`src/sv/sit_pkg.sv`:
```
`default_nettype none
package sit_pkg;

   localparam int MAX_MIPS_DEF   = 16;
   localparam int MAX_LAYERS_DEF = 256;

   // Fixed field widths
   localparam int MIP_W       = 4;
   localparam int MIP_CNT_W   = 5;
   localparam int LAYER_W     = 8;
   localparam int LAYER_CNT_W = 9;
   localparam int CSR_INDEX_W = 2;
   localparam int CSR_DATA_W  = 9;

   localparam logic [CSR_INDEX_W-1:0] CSR_MIP_LEVELS   = 2'd0;
   localparam logic [CSR_INDEX_W-1:0] CSR_ARRAY_LAYERS = 2'd1;

   localparam logic REQ_QUERY = 1'b0;
   localparam logic REQ_MARK  = 1'b1;

   typedef struct packed {
      logic rd;
      logic wr;
   } mem_cmd_type;

endpackage
`default_nettype wire

```
`src/sv/sit_walker.sv`:
```
`default_nettype none
module sit_walker import sit_pkg::*; #(
   parameter int AW    = 12,
   parameter int LAY_W = 10
) (
   input  wire logic                   clock,
   input  wire logic                   reset,
   input  wire logic                   go,
   input  wire logic                   req_type,
   input  wire logic [MIP_W-1:0]       base_mip,
   input  wire logic [MIP_CNT_W-1:0]   mip_count,
   input  wire logic [LAYER_W-1:0]     base_layer,
   input  wire logic [LAYER_CNT_W-1:0] layer_count,
   input  wire logic [MIP_CNT_W-1:0]   num_mips,
   input  wire logic [LAY_W-1:0]       num_layers,
   output logic                        busy,
   output mem_cmd_type                 mem_cmd,
   output logic [AW-1:0]               mem_addr,
   input  wire logic                   mem_rd_data,
   output logic                        rsp_valid,
   output logic                        rsp_all,
   output logic                        rsp_err
);

   localparam int SW = (AW > 14) ? AW : 14;

   localparam logic [2:0] ST_IDLE  = 3'd0;
   localparam logic [2:0] ST_SETUP = 3'd1;
   localparam logic [2:0] ST_BASE  = 3'd2;
   localparam logic [2:0] ST_RUN   = 3'd3;
   localparam logic [2:0] ST_DRAIN = 3'd4;

   logic [2:0]             state_ff, state_in;
   logic                   mark_ff, mark_in;
   logic [MIP_W-1:0]       bm_ff, bm_in;
   logic [MIP_CNT_W-1:0]   mc_ff, mc_in;
   logic [LAYER_W-1:0]     bl_ff, bl_in;
   logic [LAYER_CNT_W-1:0] lc_ff, lc_in;
   logic [SW-1:0]          prod_ff, prod_in;
   logic [SW-1:0]          addr_ff, addr_in;
   logic [SW-1:0]          row_ff, row_in;
   logic [MIP_CNT_W-1:0]   m_left_ff, m_left_in;
   logic [LAYER_CNT_W-1:0] l_left_ff, l_left_in;
   logic                   all_ff, all_in;
   logic                   rd_pend_ff, rd_pend_in;
   logic                   rsp_valid_ff, rsp_valid_in;
   logic                   rsp_all_ff, rsp_all_in;
   logic                   rsp_err_ff, rsp_err_in;
   logic                   mip_oob, lay_oob, empty;
   logic [SW-1:0]          row_next;
   logic                   last;
   logic                   all_now;

   assign mip_oob  = ({2'b00, bm_ff} + {1'b0, mc_ff}) > {1'b0, num_mips};
   assign lay_oob  = (LAY_W'(bl_ff) + LAY_W'(lc_ff)) > num_layers;
   assign empty    = (mc_ff == '0) | (lc_ff == '0);
   assign row_next = row_ff + SW'(num_mips);
   assign last     = (m_left_ff == MIP_CNT_W'(1)) & (l_left_ff == LAYER_CNT_W'(1));
   assign all_now  = rd_pend_ff ? (all_ff & mem_rd_data) : all_ff;

   always_comb begin
      state_in     = state_ff;
      mark_in      = mark_ff;
      bm_in        = bm_ff;
      mc_in        = mc_ff;
      bl_in        = bl_ff;
      lc_in        = lc_ff;
      prod_in      = prod_ff;
      addr_in      = addr_ff;
      row_in       = row_ff;
      m_left_in    = m_left_ff;
      l_left_in    = l_left_ff;
      all_in       = all_now;
      rd_pend_in   = 1'b0;
      rsp_valid_in = 1'b0;
      rsp_all_in   = rsp_all_ff;
      rsp_err_in   = rsp_err_ff;
      mem_cmd.rd   = 1'b0;
      mem_cmd.wr   = 1'b0;

      case (state_ff)
         ST_IDLE: begin
            if (go) begin
               mark_in  = req_type;
               bm_in    = base_mip;
               mc_in    = mip_count;
               bl_in    = base_layer;
               lc_in    = layer_count;
               state_in = ST_SETUP;
            end
         end
         ST_SETUP: begin
            prod_in = SW'(num_mips) * SW'(bl_ff);
            if (mip_oob | lay_oob) begin
               rsp_valid_in = 1'b1;
               rsp_all_in   = 1'b0;
               rsp_err_in   = 1'b1;
               state_in     = ST_IDLE;
            end else if (empty) begin
               rsp_valid_in = 1'b1;
               rsp_all_in   = 1'b1;
               rsp_err_in   = 1'b0;
               state_in     = ST_IDLE;
            end else begin
               state_in = ST_BASE;
            end
         end
         ST_BASE: begin
            addr_in   = prod_ff + SW'(bm_ff);
            row_in    = prod_ff + SW'(bm_ff);
            m_left_in = mc_ff;
            l_left_in = lc_ff;
            all_in    = 1'b1;
            state_in  = ST_RUN;
         end
         ST_RUN: begin
            mem_cmd.rd = (mark_ff == REQ_QUERY);
            mem_cmd.wr = (mark_ff == REQ_MARK);
            rd_pend_in = (mark_ff == REQ_QUERY);
            // Advance along the mips of a layer, then step to the next layer row
            if (m_left_ff == MIP_CNT_W'(1)) begin
               m_left_in = mc_ff;
               l_left_in = l_left_ff - LAYER_CNT_W'(1);
               row_in    = row_next;
               addr_in   = row_next;
            end else begin
               m_left_in = m_left_ff - MIP_CNT_W'(1);
               addr_in   = addr_ff + SW'(1);
            end
            if (last) begin
               if (mark_ff == REQ_MARK) begin
                  rsp_valid_in = 1'b1;
                  rsp_all_in   = 1'b1;
                  rsp_err_in   = 1'b0;
                  state_in     = ST_IDLE;
               end else begin
                  state_in = ST_DRAIN;
               end
            end
         end
         ST_DRAIN: begin
            rsp_valid_in = 1'b1;
            rsp_all_in   = all_now;
            rsp_err_in   = 1'b0;
            state_in     = ST_IDLE;
         end
         default: begin
            state_in = ST_IDLE;
         end
      endcase
   end

   always_ff @(posedge clock) begin
      if (reset) begin
         state_ff     <= ST_IDLE;
         rd_pend_ff   <= 1'b0;
         rsp_valid_ff <= 1'b0;
      end else begin
         state_ff     <= state_in;
         rd_pend_ff   <= rd_pend_in;
         rsp_valid_ff <= rsp_valid_in;
      end
   end

   always_ff @(posedge clock) begin
      mark_ff    <= mark_in;
      bm_ff      <= bm_in;
      mc_ff      <= mc_in;
      bl_ff      <= bl_in;
      lc_ff      <= lc_in;
      prod_ff    <= prod_in;
      addr_ff    <= addr_in;
      row_ff     <= row_in;
      m_left_ff  <= m_left_in;
      l_left_ff  <= l_left_in;
      all_ff     <= all_in;
      rsp_all_ff <= rsp_all_in;
      rsp_err_ff <= rsp_err_in;
   end

   assign busy      = (state_ff != ST_IDLE);
   assign mem_addr  = addr_ff[AW-1:0];
   assign rsp_valid = rsp_valid_ff;
   assign rsp_all   = rsp_all_ff;
   assign rsp_err   = rsp_err_ff;

endmodule
`default_nettype wire

```
`config.mk`:
```
export PLATFORM = sky130hd
export DESIGN_NAME = sit_walker
export DESIGN_NICKNAME = d
export VERILOG_FILES = /design/src/sv/sit_pkg.sv /design/src/sv/sit_walker.sv
export SDC_FILE = /design/constraint.sdc
export NUM_CORES = 1
export LEC_CHECK = 0
export BUFFER_PORTS_ARGS = -buffer_cell sky130_fd_sc_hd__buf_4
export CAP_MARGIN = 15
export CORE_AREA = 2 2 162 164
export DETAILED_ROUTE_END_ITERATION = 10
export DIE_AREA = 0 0 164 166
export MAX_ROUTING_LAYER = met4
export PLACE_DENSITY = 0.41
export SYNTH_ARGS = -nofsm -noshare
export SYNTH_HDL_FRONTEND = slang
export SYNTH_SLANG_ARGS = --single-unit
```
`constraint.sdc`:
```
create_clock -name clock -period 10.68 [get_ports clock]
set_input_delay 0 -clock clock [delete_from_list [all_inputs] [get_ports clock]]
set_output_delay 0 -clock clock [all_outputs]
set_load 0.02 [all_outputs]
```
Word level (Yosys, flattened, before mapping)
Cells that the tools add are included.
Widths: inputs -> output; s select.
{"block": "word_totals", "inputBits": 46, "register_bits": 90}
{"block": "op_classes", "eq_ne": 11, "muxes": 31, "n_mul": 1, "reduce_logical": 11, "magnitude_cmp": 2, "n_bitwise": 6, "n_addsub": 7}
{"operator": "$pmux 14 s2", "n": 2}
{"operator": "$mux 14", "n": 2}
{"operator": "$pmux 9 s2", "n": 1}
{"operator": "$add 13x4->14", "n": 1}
{"operator": "$add 14x1->14 const B", "n": 1}
{"operator": "$add 14x5->14", "n": 1}
{"operator": "$mul 5x8->13", "n": 1}
{"operator": "$mux 1", "n": 13}
{"operator": "$pmux 3 s4", "n": 1}
{"operator": "$add 8x9->10", "n": 1}
{"operator": "$gt 10x10->1", "n": 1}
{"operator": "$pmux 5 s2", "n": 1}
{"operator": "$eq 9x1->1 const B", "n": 1}
{"operator": "$logic_not 9->1", "n": 1}
{"operator": "$mux 3", "n": 3}
{"operator": "$mux 9", "n": 1}
{"operator": "$pmux 1 s3", "n": 3}
{"operator": "$sub 9x1->9 const B", "n": 1}
{"operator": "$ne 2x2->1 const B", "n": 4}
{"operator": "$add 4x5->6", "n": 1}
{"operator": "$eq 3x2->1 const B", "n": 2}
{"operator": "$gt 6x5->1", "n": 1}
{"operator": "$mux 2", "n": 3}
{"operator": "$reduce_and 2->1", "n": 3}
{"operator": "15 further kinds", "n": 19}

Depth between registers and ports, before layout
Gate-level depths: netlist (run 1).
{"block": "depth", "ltp_word": 5, "mapped_depth": 15, "ltp_nobuf": 14}

Least setup slack after synthesis (run 1)
OpenSTA, ideal clock, no wires.
{"block": "synth_path", "kind": "register to register", "start": "register bl_ff[1]", "end": "register prod_ff[11], data pin", "arrival_time_ps": 3334, "path_slack_ps": 7086, "setup_time_ps": 260, "period_less_slack_ps": 3594, "path_stages_with_launch": 13, "required_ps": 10420, "cell_sequence": "edfxtp_1 and2_1 fa_1 fa_1 inv_1 fa_1 inv_1 ha_1 o21ai_0 o21ai_1 a31o_2 a21oi_1 xnor2_1"}
{"block": "synth_between", "elab_chain_cells": 1}
{"element": "from (decl)", "line": "sit_walker.sv:37", "rtl": "logic [LAYER_W-1:0] bl_ff, bl_in;"}
{"element": "from (signal assigned)", "line": "sit_walker.sv:169", "rtl": "bl_ff <= bl_in;"}
{"element": "$mul 5x8->13", "line": "sit_walker.sv:93", "rtl": "prod_in = SW'(num_mips) * SW'(bl_ff);"}
{"element": "to (signal assigned)", "line": "sit_walker.sv:171", "rtl": "prod_ff <= prod_in;"}
{"element": "to (decl)", "line": "sit_walker.sv:39", "rtl": "logic [SW-1:0] prod_ff, prod_in;"}
Every way passes these cells.
A chain may end at the register's enable or synchronous reset.

Worst setup path in the final report (run 1)
{"block": "layout_path", "start": "register bl_ff[0]", "end": "register rsp_all_ff (netlist: rsp_all) (enable)"}
{"block": "layout_between", "elab_chain_cells": 5}
{"element": "$add 8x9->10", "line": "sit_walker.sv:55", "rtl": "assign lay_oob = (LAY_W'(bl_ff) + LAY_W'(lc_ff)) > num_layers;"}
{"element": "$gt 10x10->1", "line": "sit_walker.sv:55"}
{"element": "$or 1x1->1", "line": "sit_walker.sv:94", "rtl": "if (mip_oob | lay_oob) begin"}
{"element": "$ne 3x3->1 (no line)"}
{"element": "$reduce_and 4->1 (no line)"}
{"element": "to (signal assigned)", "line": "sit_walker.sv:177", "rtl": "rsp_all_ff <= rsp_all_in;"}
{"element": "to (decl)", "line": "sit_walker.sv:47", "rtl": "logic rsp_all_ff, rsp_all_in;"}
Every way passes these cells.

==> results of run 1 <==
==> final timing paths <==
path	depth (start not counted)	end	slack (ns)
hold / removal	2	prod_ff[0]$_DFFE_PP_	0.08
setup / recovery	14	rsp_all$_DFFE_PP_	6.75
hold reg to reg	1	rd_pend_ff$_SDFF_PP0_	0.51
setup reg to reg	14	rsp_all$_DFFE_PP_	6.75
==> Yosys cell counts (6+ instances only) <==
library cell,n,area (sq um)
a21o_1,8,60.06
a21oi_1,31,155.2
and2_1,24,150.1
buf_2,6,30.03
dfxtp_1,6,120.1
edfxtp_1,79,2372
fa_1,21,420.4
ha_1,61,763.2
inv_1,59,221.5
nand2_1,60,225.2
nand3_1,13,65.06
nor2_1,47,176.4
nor3_1,20,100.1
o21ai_0,20,100.1
o21ai_1,18,90.09
or3_1,6,37.54
xnor2_1,33,289.0
xor2_1,21,183.9
==> power by group through the flow <==
stage	registers, uW	clock network, uW	logic (uW)
final	487	312	471
after global placement	494	0	463
after CTS	488	325	481
after global routing	494	338	540
after detailed placement	495	0	469
after floorplan	488	0	336
==> per-layer routing <==
metal | track usage | vias up | part of all wire
li1 | - | 2359 | -
met3 | 0.01848 | 13 | 0.037
met2 | 0.2000 | 74 | 0.48
met1 | 0.1573 | 2241 | 0.46
met4 | 0.03585 | 0 | 0.016
met5 | - | - | 0
==> cell families after synthesis <==
| family | after synthesis | synth area share |
|---|---|---|
| and+or+nand+nor | 201 | 0.1609 |
| xor gates and xnor gates | 54 | 0.07557 |
| adders and majority gates | 82 | 0.1891 |
| AOI/OAI and AO/OA | 117 | 0.1202 |
| buffers and inverters | 75 | 0.04798 |
| DFF | 85 | 0.3982 |
| muxes | 5 | 0.007997 |
==> sequential cells by signal, summed over array words and instances (netlist names), 5 cells and up <==
signal     count
bl_ff          8
l_left_ff      9
m_left_ff      5
row_ff        12
mc_ff          5
addr_ff       12
lc_ff          9
prod_ff       12
==> layout by cell type (no fill, tap or decap), types with 18 or more instances in the layout <==
cell type      count
a21oi_1           30
and2_1            24
buf_4             66
dlygate4sd3_1     29
edfxtp_1          79
fa_1              21
ha_1              61
inv_1             59
nand2_1           60
nor2_1            46
nor3_1            20
o21ai_0           20
o21ai_1           18
xnor2_1           33
xor2_1            21
==> worst max-delay path: stages (launching register included) <==
cell	delay (ns)
edfxtp_1	0.46
ha_1	0.26
fa_1	0.40
a21o_1	0.19
a21oi_1	0.20
o21ai_1	0.13
o41ai_1	0.32
xnor2_1	0.11
ha_1	0.29
nand4_1	0.13
nor3_2	0.28
a211oi_2	0.11
a32oi_2	0.29
nor4_2	0.11
nor3_1	0.32
==> timing repair <==
action / in CTS / in global routing
hold buffers: 29 / 0
hold endpoints to repair: 33 / 0
setup buffers: 0 / 0
==> layout make-up <==
| cell class | instances | share of cell area |
|---|---|---|
| well taps | 335 | 0.05451 |
| flip-flops and latches | 85 | 0.3241 |
| repair buffers | 95 | 0.1022 |
| multi-input cells | 459 | 0.4515 |
| inverters | 61 | 0.02978 |
| clock buffers | 10 | 0.03254 |
| clock inverters | 6 | 0.005369 |
==> stage by stage <==
step	utilization	hold slack [ns]	cells	cell area [sq um]	setup slack (ns)
floorplan	-	0.07238	619	6259	7.086
global placement	0.2775	0.1786	1006	7108	6.832
detailed placement	0.2775	0.1795	1006	7108	6.699
CTS	0.3002	0.08809	1051	7690	6.696
global route	0.3002	0.1004	1051	7690	6.402
finish	0.3002	0.08414	1051	7690	6.750
==> flow_summary_export.csv, run 1 <==
group,metric,value,unit
final_layout,syn_to_final_growth,22.87,%
synthesis,ys_seq_elements,85,
synthesis,ys_types,63,
worst_setup_path,r2r-start,"bl_ff[0]$_DFFE_PP_",
power_and_ir_drop,p_sw,448.9,uW
power_and_ir_drop,p_seq_frac,0.384,
global_routing,grt_max_degree,36,
final_layout,final_nets,839,
clocking,clk_latency,0.34,ns
clocking,cts_root_buf,"clkbuf_16",
worst_setup_path,startpoint_type,"flip-flop",
timing,slew_headroom,0.4585,
worst_setup_path,crit_start,"bl_ff[0]$_DFFE_PP_",
die,fp.dieH,166,microns
final_layout,multiInputGateArea,0.003472,sq mm
power_and_ir_drop,ir_worst_vdd,65.68,uV
power_and_ir_drop,swShare,0.3533,
synthesis,syn_avg_cell_area,10.11,sq um
global_routing,first_global_vias,4918,
die,pin_count,64,
routing,drt-initial-drc-count,138,
worst_setup_path,critical_path.endpoint_type,"flip-flop",
worst_setup_path,path_max_fanout,6,
status,status,"finished, final reports clean",
placement,place.detailed.hpwl,12280,microns
clocking,clk_pin_slew,0.07,ns
final_layout,drive_gt1_frac,0.1508,
clocking,clk_path_buf_depth,2,
timing,period_minus_slack,3.930,ns
global_routing,globalRouteOverflowTotal,0,
global_routing,antenna_found_initial,0,
routing,vias_per_cell,4.460,
synthesis,synthCells,619,
synthesis,syn-cell-area,0.006259,sq mm
timing,rsz0062_at_grt,"no",
die,die_x,164,microns
final_layout,regArea,0.002492,sq mm
timing,final.setup.tns,0,ns
worst_setup_path,cp.required,10.70,ns
hold_path,hp-start,"num_mips[0]",
synthesis,async_flop_share,0,
synthesis,yosys_warnings,0,
worst_setup_path,crit_type,"flip-flop to flip-flop",
synthesis,synth-edff-count,79,
final_layout,fillerInstances,2695,
timing,clock_skew,0.009521,ns
global_routing,grt_usage,0.1227,
power_and_ir_drop,p_int,821.7,uW
clocking,numClockSinks,85,
placement,gp_congestion,0.8289,
routing,num_vias,4687,
routing,first_pass_iters,4,
die,dieArea,0.02722,sq mm
power_and_ir_drop,power.density,165.2,mW/mm^2
synthesis,syn_nets,747,
placement,port_buffers,63,
timing,worst_slew_pin_slew,0.8104,ns
clocking,cts_tree,"done",
power_and_ir_drop,finalPower,1271,uW
power_and_ir_drop,power_leakage,0.003159,uW
timing,fmax,0.2545,GHz
routing,wirelength,15610,microns
synthesis,synthFlopType,"edfxtp_1",
die,coreArea,0.02562,sq mm
routing,route.detailed.drc,0,
final_layout,antenna-diode-count,0,
routing,wl_per_cell,14.85,microns
synthesis,yosysSeqAreaShare,0.3982,
timing,timing.final.crit_share,0.3680,
clocking,cts_resized,0,
clocking,h-tree-depth,3,
die,start_util,0.2443,
clocking,cts_buffers,9,
timing,hold_viol_final,0,
hold_path,holdCritPathClass,"input port to flip-flop",
routing,ant_nets,0,
timing,setup_viol,0,
timing,finalMaxSlewViolations,0,
power_and_ir_drop,power_frac_clock,0.246,
worst_setup_path,cp.arrival,3.95,ns
global_routing,grt_first_pass_wirelength,25300,microns
run,maxCapViolCount,0,
die,rows,59,
power_and_ir_drop,combPwrFrac,0.371,
No activity file was read; power rests on OpenSTA's default activity.
==> run 2, diff against run 1 <==
--- a/config.mk
+++ b/config.mk
@@ -11,7 +11,7 @@
 export DETAILED_ROUTE_END_ITERATION = 10
 export DIE_AREA = 0 0 164 166
 export MAX_ROUTING_LAYER = met4
-export PLACE_DENSITY = 0.41
+export PLACE_DENSITY = 0.42
 export SYNTH_ARGS = -nofsm -noshare
 export SYNTH_HDL_FRONTEND = slang
 export SYNTH_SLANG_ARGS = --single-unit
==> constraint.sdc (replaced) <==
create_clock -name clock -period 3.3 [get_ports clock]
set_input_delay 0 -clock clock [delete_from_list [all_inputs] [get_ports clock]]
set_output_delay 0 -clock clock [all_outputs]
set_load 0.02 [all_outputs]
==> run 2 against run 1 <==
  * The flow now finishes with violations (setup timing)
  * Global-route usage grew 0.20 points
  * Clock power grew to 3.5 times the previous value
  * Hold slack lost 0.015 ns
  * Core utilization grew 1.9 points
  * First-iteration DRC count grew 18%
  * Fmax grew 15%
  * Sequential power grew to 3.2 times the previous value
  * Count of clock-buffer cells in the layout grew 1
  * Routed wire length grew 1.8%
  * Non-clock buffer count grew 39
  * Via count grew 3.9%
  * Register-to-register slack lost 6.9 ns
  * Critical path type unchanged
  * Critical endpoint is now prod_ff[11]$_DFFE_PP_
  * Largest cell class unchanged
==> flow_summary_export.csv, run 2 (synthesis results as in run 1) <==
group,metric,value,unit
global_routing,grt_first_pass_wirelength,25670,microns
final_layout,reg_top3,"addr_ff (12), prod_ff (12), row_ff (12)",
die,die_x,164,microns
run,maxCapViolCount,0,
worst_setup_path,startpoint_type,"flip-flop",
clocking,clk_path_buf_depth,2,
worst_setup_path,path_common_cell,"fa_1",
timing,finalMaxSlewViolations,0,
placement,gp_congestion,0.8059,
timing,hold_slack,0.06892,ns
global_routing,globalRouteOverflowTotal,0,
routing,num_vias,4871,
status,status,"finished with violations",
clocking,h-tree-depth,3,
clocking,numClockSinks,85,
worst_setup_path,path_max_fanout,3,
worst_setup_path,cp.arrival,3.51,ns
worst_setup_path,ff2ff_path_depth,14,
power_and_ir_drop,ir_worst_vdd,255.3,uV
clocking,clk_latency,0.34,ns
placement,place.detailed.hpwl,12670,microns
final_layout,syn_to_final_growth,30.75,%
worst_setup_path,ff2ff_setup_slack,-0.12,ns
hold_path,hp-start,"go",
routing,wirelength,15900,microns
routing,drt-initial-drc-count,163,
routing,ant_nets,0,
hold_path,whs_endpoint,"state_ff[0]$_SDFFE_PP0P_",
final_layout,drive_gt1_frac,0.2281,
final_layout,final_util,0.3194,
routing,route.detailed.drc,0,
placement,dpl-instance-area,0.007452,sq mm
timing,worst_slew_pin_slew,0.7613,ns
hold_path,holdCritPathClass,"input port to flip-flop",
clocking,cts_buffers,9,
final_layout,final_nets,878,
final_layout,fillerInstances,2601,
final_layout,final_common_cell,"buf_4",
timing,rsz0062_at_grt,"yes",
hold_path,min_delay_path_depth,5,
routing,vias_per_cell,4.473,
clocking,clk_pin_slew,0.07,ns
clocking,cts_root_buf,"clkbuf_16",
clocking,cts_tree,"done",
die,dieArea,0.02722,sq mm
placement,dp_cells,1038,
power_and_ir_drop,power_leakage,0.003387,uW
timing,hold_viol_final,0,
timing,layout_setup_ws,-0.1223,ns
timing,period_minus_slack,3.422,ns
die,fp.dieH,166,microns
final_layout,finalNonFillerCells,1089,
final_layout,stdcell_area,0.008183,sq mm
global_routing,grt_usage,0.1247,
worst_setup_path,r2r_end,"prod_ff[11]$_DFFE_PP_",
worst_setup_path,critical_path.endpoint_type,"flip-flop",
worst_setup_path,crit_path_top_delay_cell,"fa_1",
worst_setup_path,crit_chain,"buf_6 > and2_4 > fa_1 > fa_1 > inv_1 > fa_1 > inv_2 > ha_4 > nor2_2 > o21a_1 > o21ai_2 > a31o_2 > a21oi_2 > xnor2_1",
die,coreArea,0.02562,sq mm
timing,final.setup.tns,-0.3280,ns
final_layout,antenna-diode-count,0,
global_routing,antenna_found_initial,0,
placement,port_buffers,63,
final_layout,layout_common_cells,"buf_4 (101), edfxtp_1 (79), nand2_1 (60), inv_1 (57), ha_1 (57)",
timing,setup_viol,6,
worst_setup_path,crit_type,"flip-flop to flip-flop",
worst_setup_path,cp.required,3.39,ns
timing,fmax,0.2922,GHz
timing,slew_headroom,0.4911,
status,violations,"setup timing",
die,pin_count,64,
timing,timing.final.crit_share,1.037,
die,rows,59,
worst_setup_path,r2r-start,"bl_ff[1]$_DFFE_PP_",
timing,clock_skew,0.008947,ns
global_routing,first_global_vias,4978,
die,start_util,0.2443,
power_and_ir_drop,power.density,552.6,mW/mm^2
global_routing,grt_max_degree,26,
routing,wl_per_cell,14.60,microns
worst_setup_path,max_stage_delay,0.49,ns
routing,first_pass_iters,4,
## run 2: final cells by class
cell class                      instances  area, sq um  share of cell area
Clock buffer                           11        232.7             0.02844
Tap cell                              335        419.2             0.05122
Clock inverter                          4        73.82            0.009021
Timing Repair Buffer                  134         1094              0.1336
Inverter                               61        229.0             0.02798
Sequential cell                        85         2492              0.3046
Multi-Input combinational cell        459         3642              0.4451
## run 2: how the worst max path moves through the flow
stage	from	endpoint	slack [ns]	cells past startpoint
after CTS	lc_ff[1]$_DFFE_PP_	rsp_all$_DFFE_PP_	-0.17	15
after global placement	bl_ff[0]$_DFFE_PP_	rsp_err$_SDFFCE_PP0P_	-0.19	14
after global routing	bl_ff[1]$_DFFE_PP_	prod_ff[10]$_DFFE_PP_	-0.28	12
after detailed placement	bl_ff[1]$_DFFE_PP_	rsp_all$_DFFE_PP_	-0.26	13
final	bl_ff[1]$_DFFE_PP_	prod_ff[11]$_DFFE_PP_	-0.12	14
after floorplan	bl_ff[1]$_DFFE_PP_	prod_ff[10]$_DFFE_PP_	-0.01	11
## run 2: per-stage QoR
stage	setup slack, ns	total power, uW
floorplan	-0.009689	2763
global placement	-0.1928	3350
detailed placement	-0.2592	3371
CTS	-0.1688	4538
global route	-0.2755	4849
finish	-0.1223	4522
## run 2: what timing repair did
action | 4_1_cts | 5_1_grt
gates resized for setup | 9 | 8
setup buffers | 6 | 1
hold buffers | 29 | 0
endpoints found under the setup margin | 8 | 11
pin swaps | 18 | 10
hold endpoints to repair | 33 | 0
## run 2: worst max-delay path: cells and delay by family, from the launching register on
kind            cells  cell delay [ns]
flops               1             0.46
compound gates      4             0.59
fa+ha+maj           4             1.58
xor+xnor            1             0.07
buf+inv             3             0.25
simple gates        2             0.20
## run 2: power breakdown
| part | internal, uW | leakage (uW) | switching [uW] |
|---|---|---|---|
| Sequential | 1430 | 0.000784 | 136 |
| Combinational | 896 | 0.00245 | 976 |
| Clock | 660 | 0.000150 | 422 |
## run 2: layer usage
layer	track usage	vias to the layer above	part of all wire
li1	-	2438	-
met5	-	-	0
met4	0.04805	0	0.028
met1	0.1554	2345	0.46
met3	0.02123	21	0.027
met2	0.2011	67	0.48
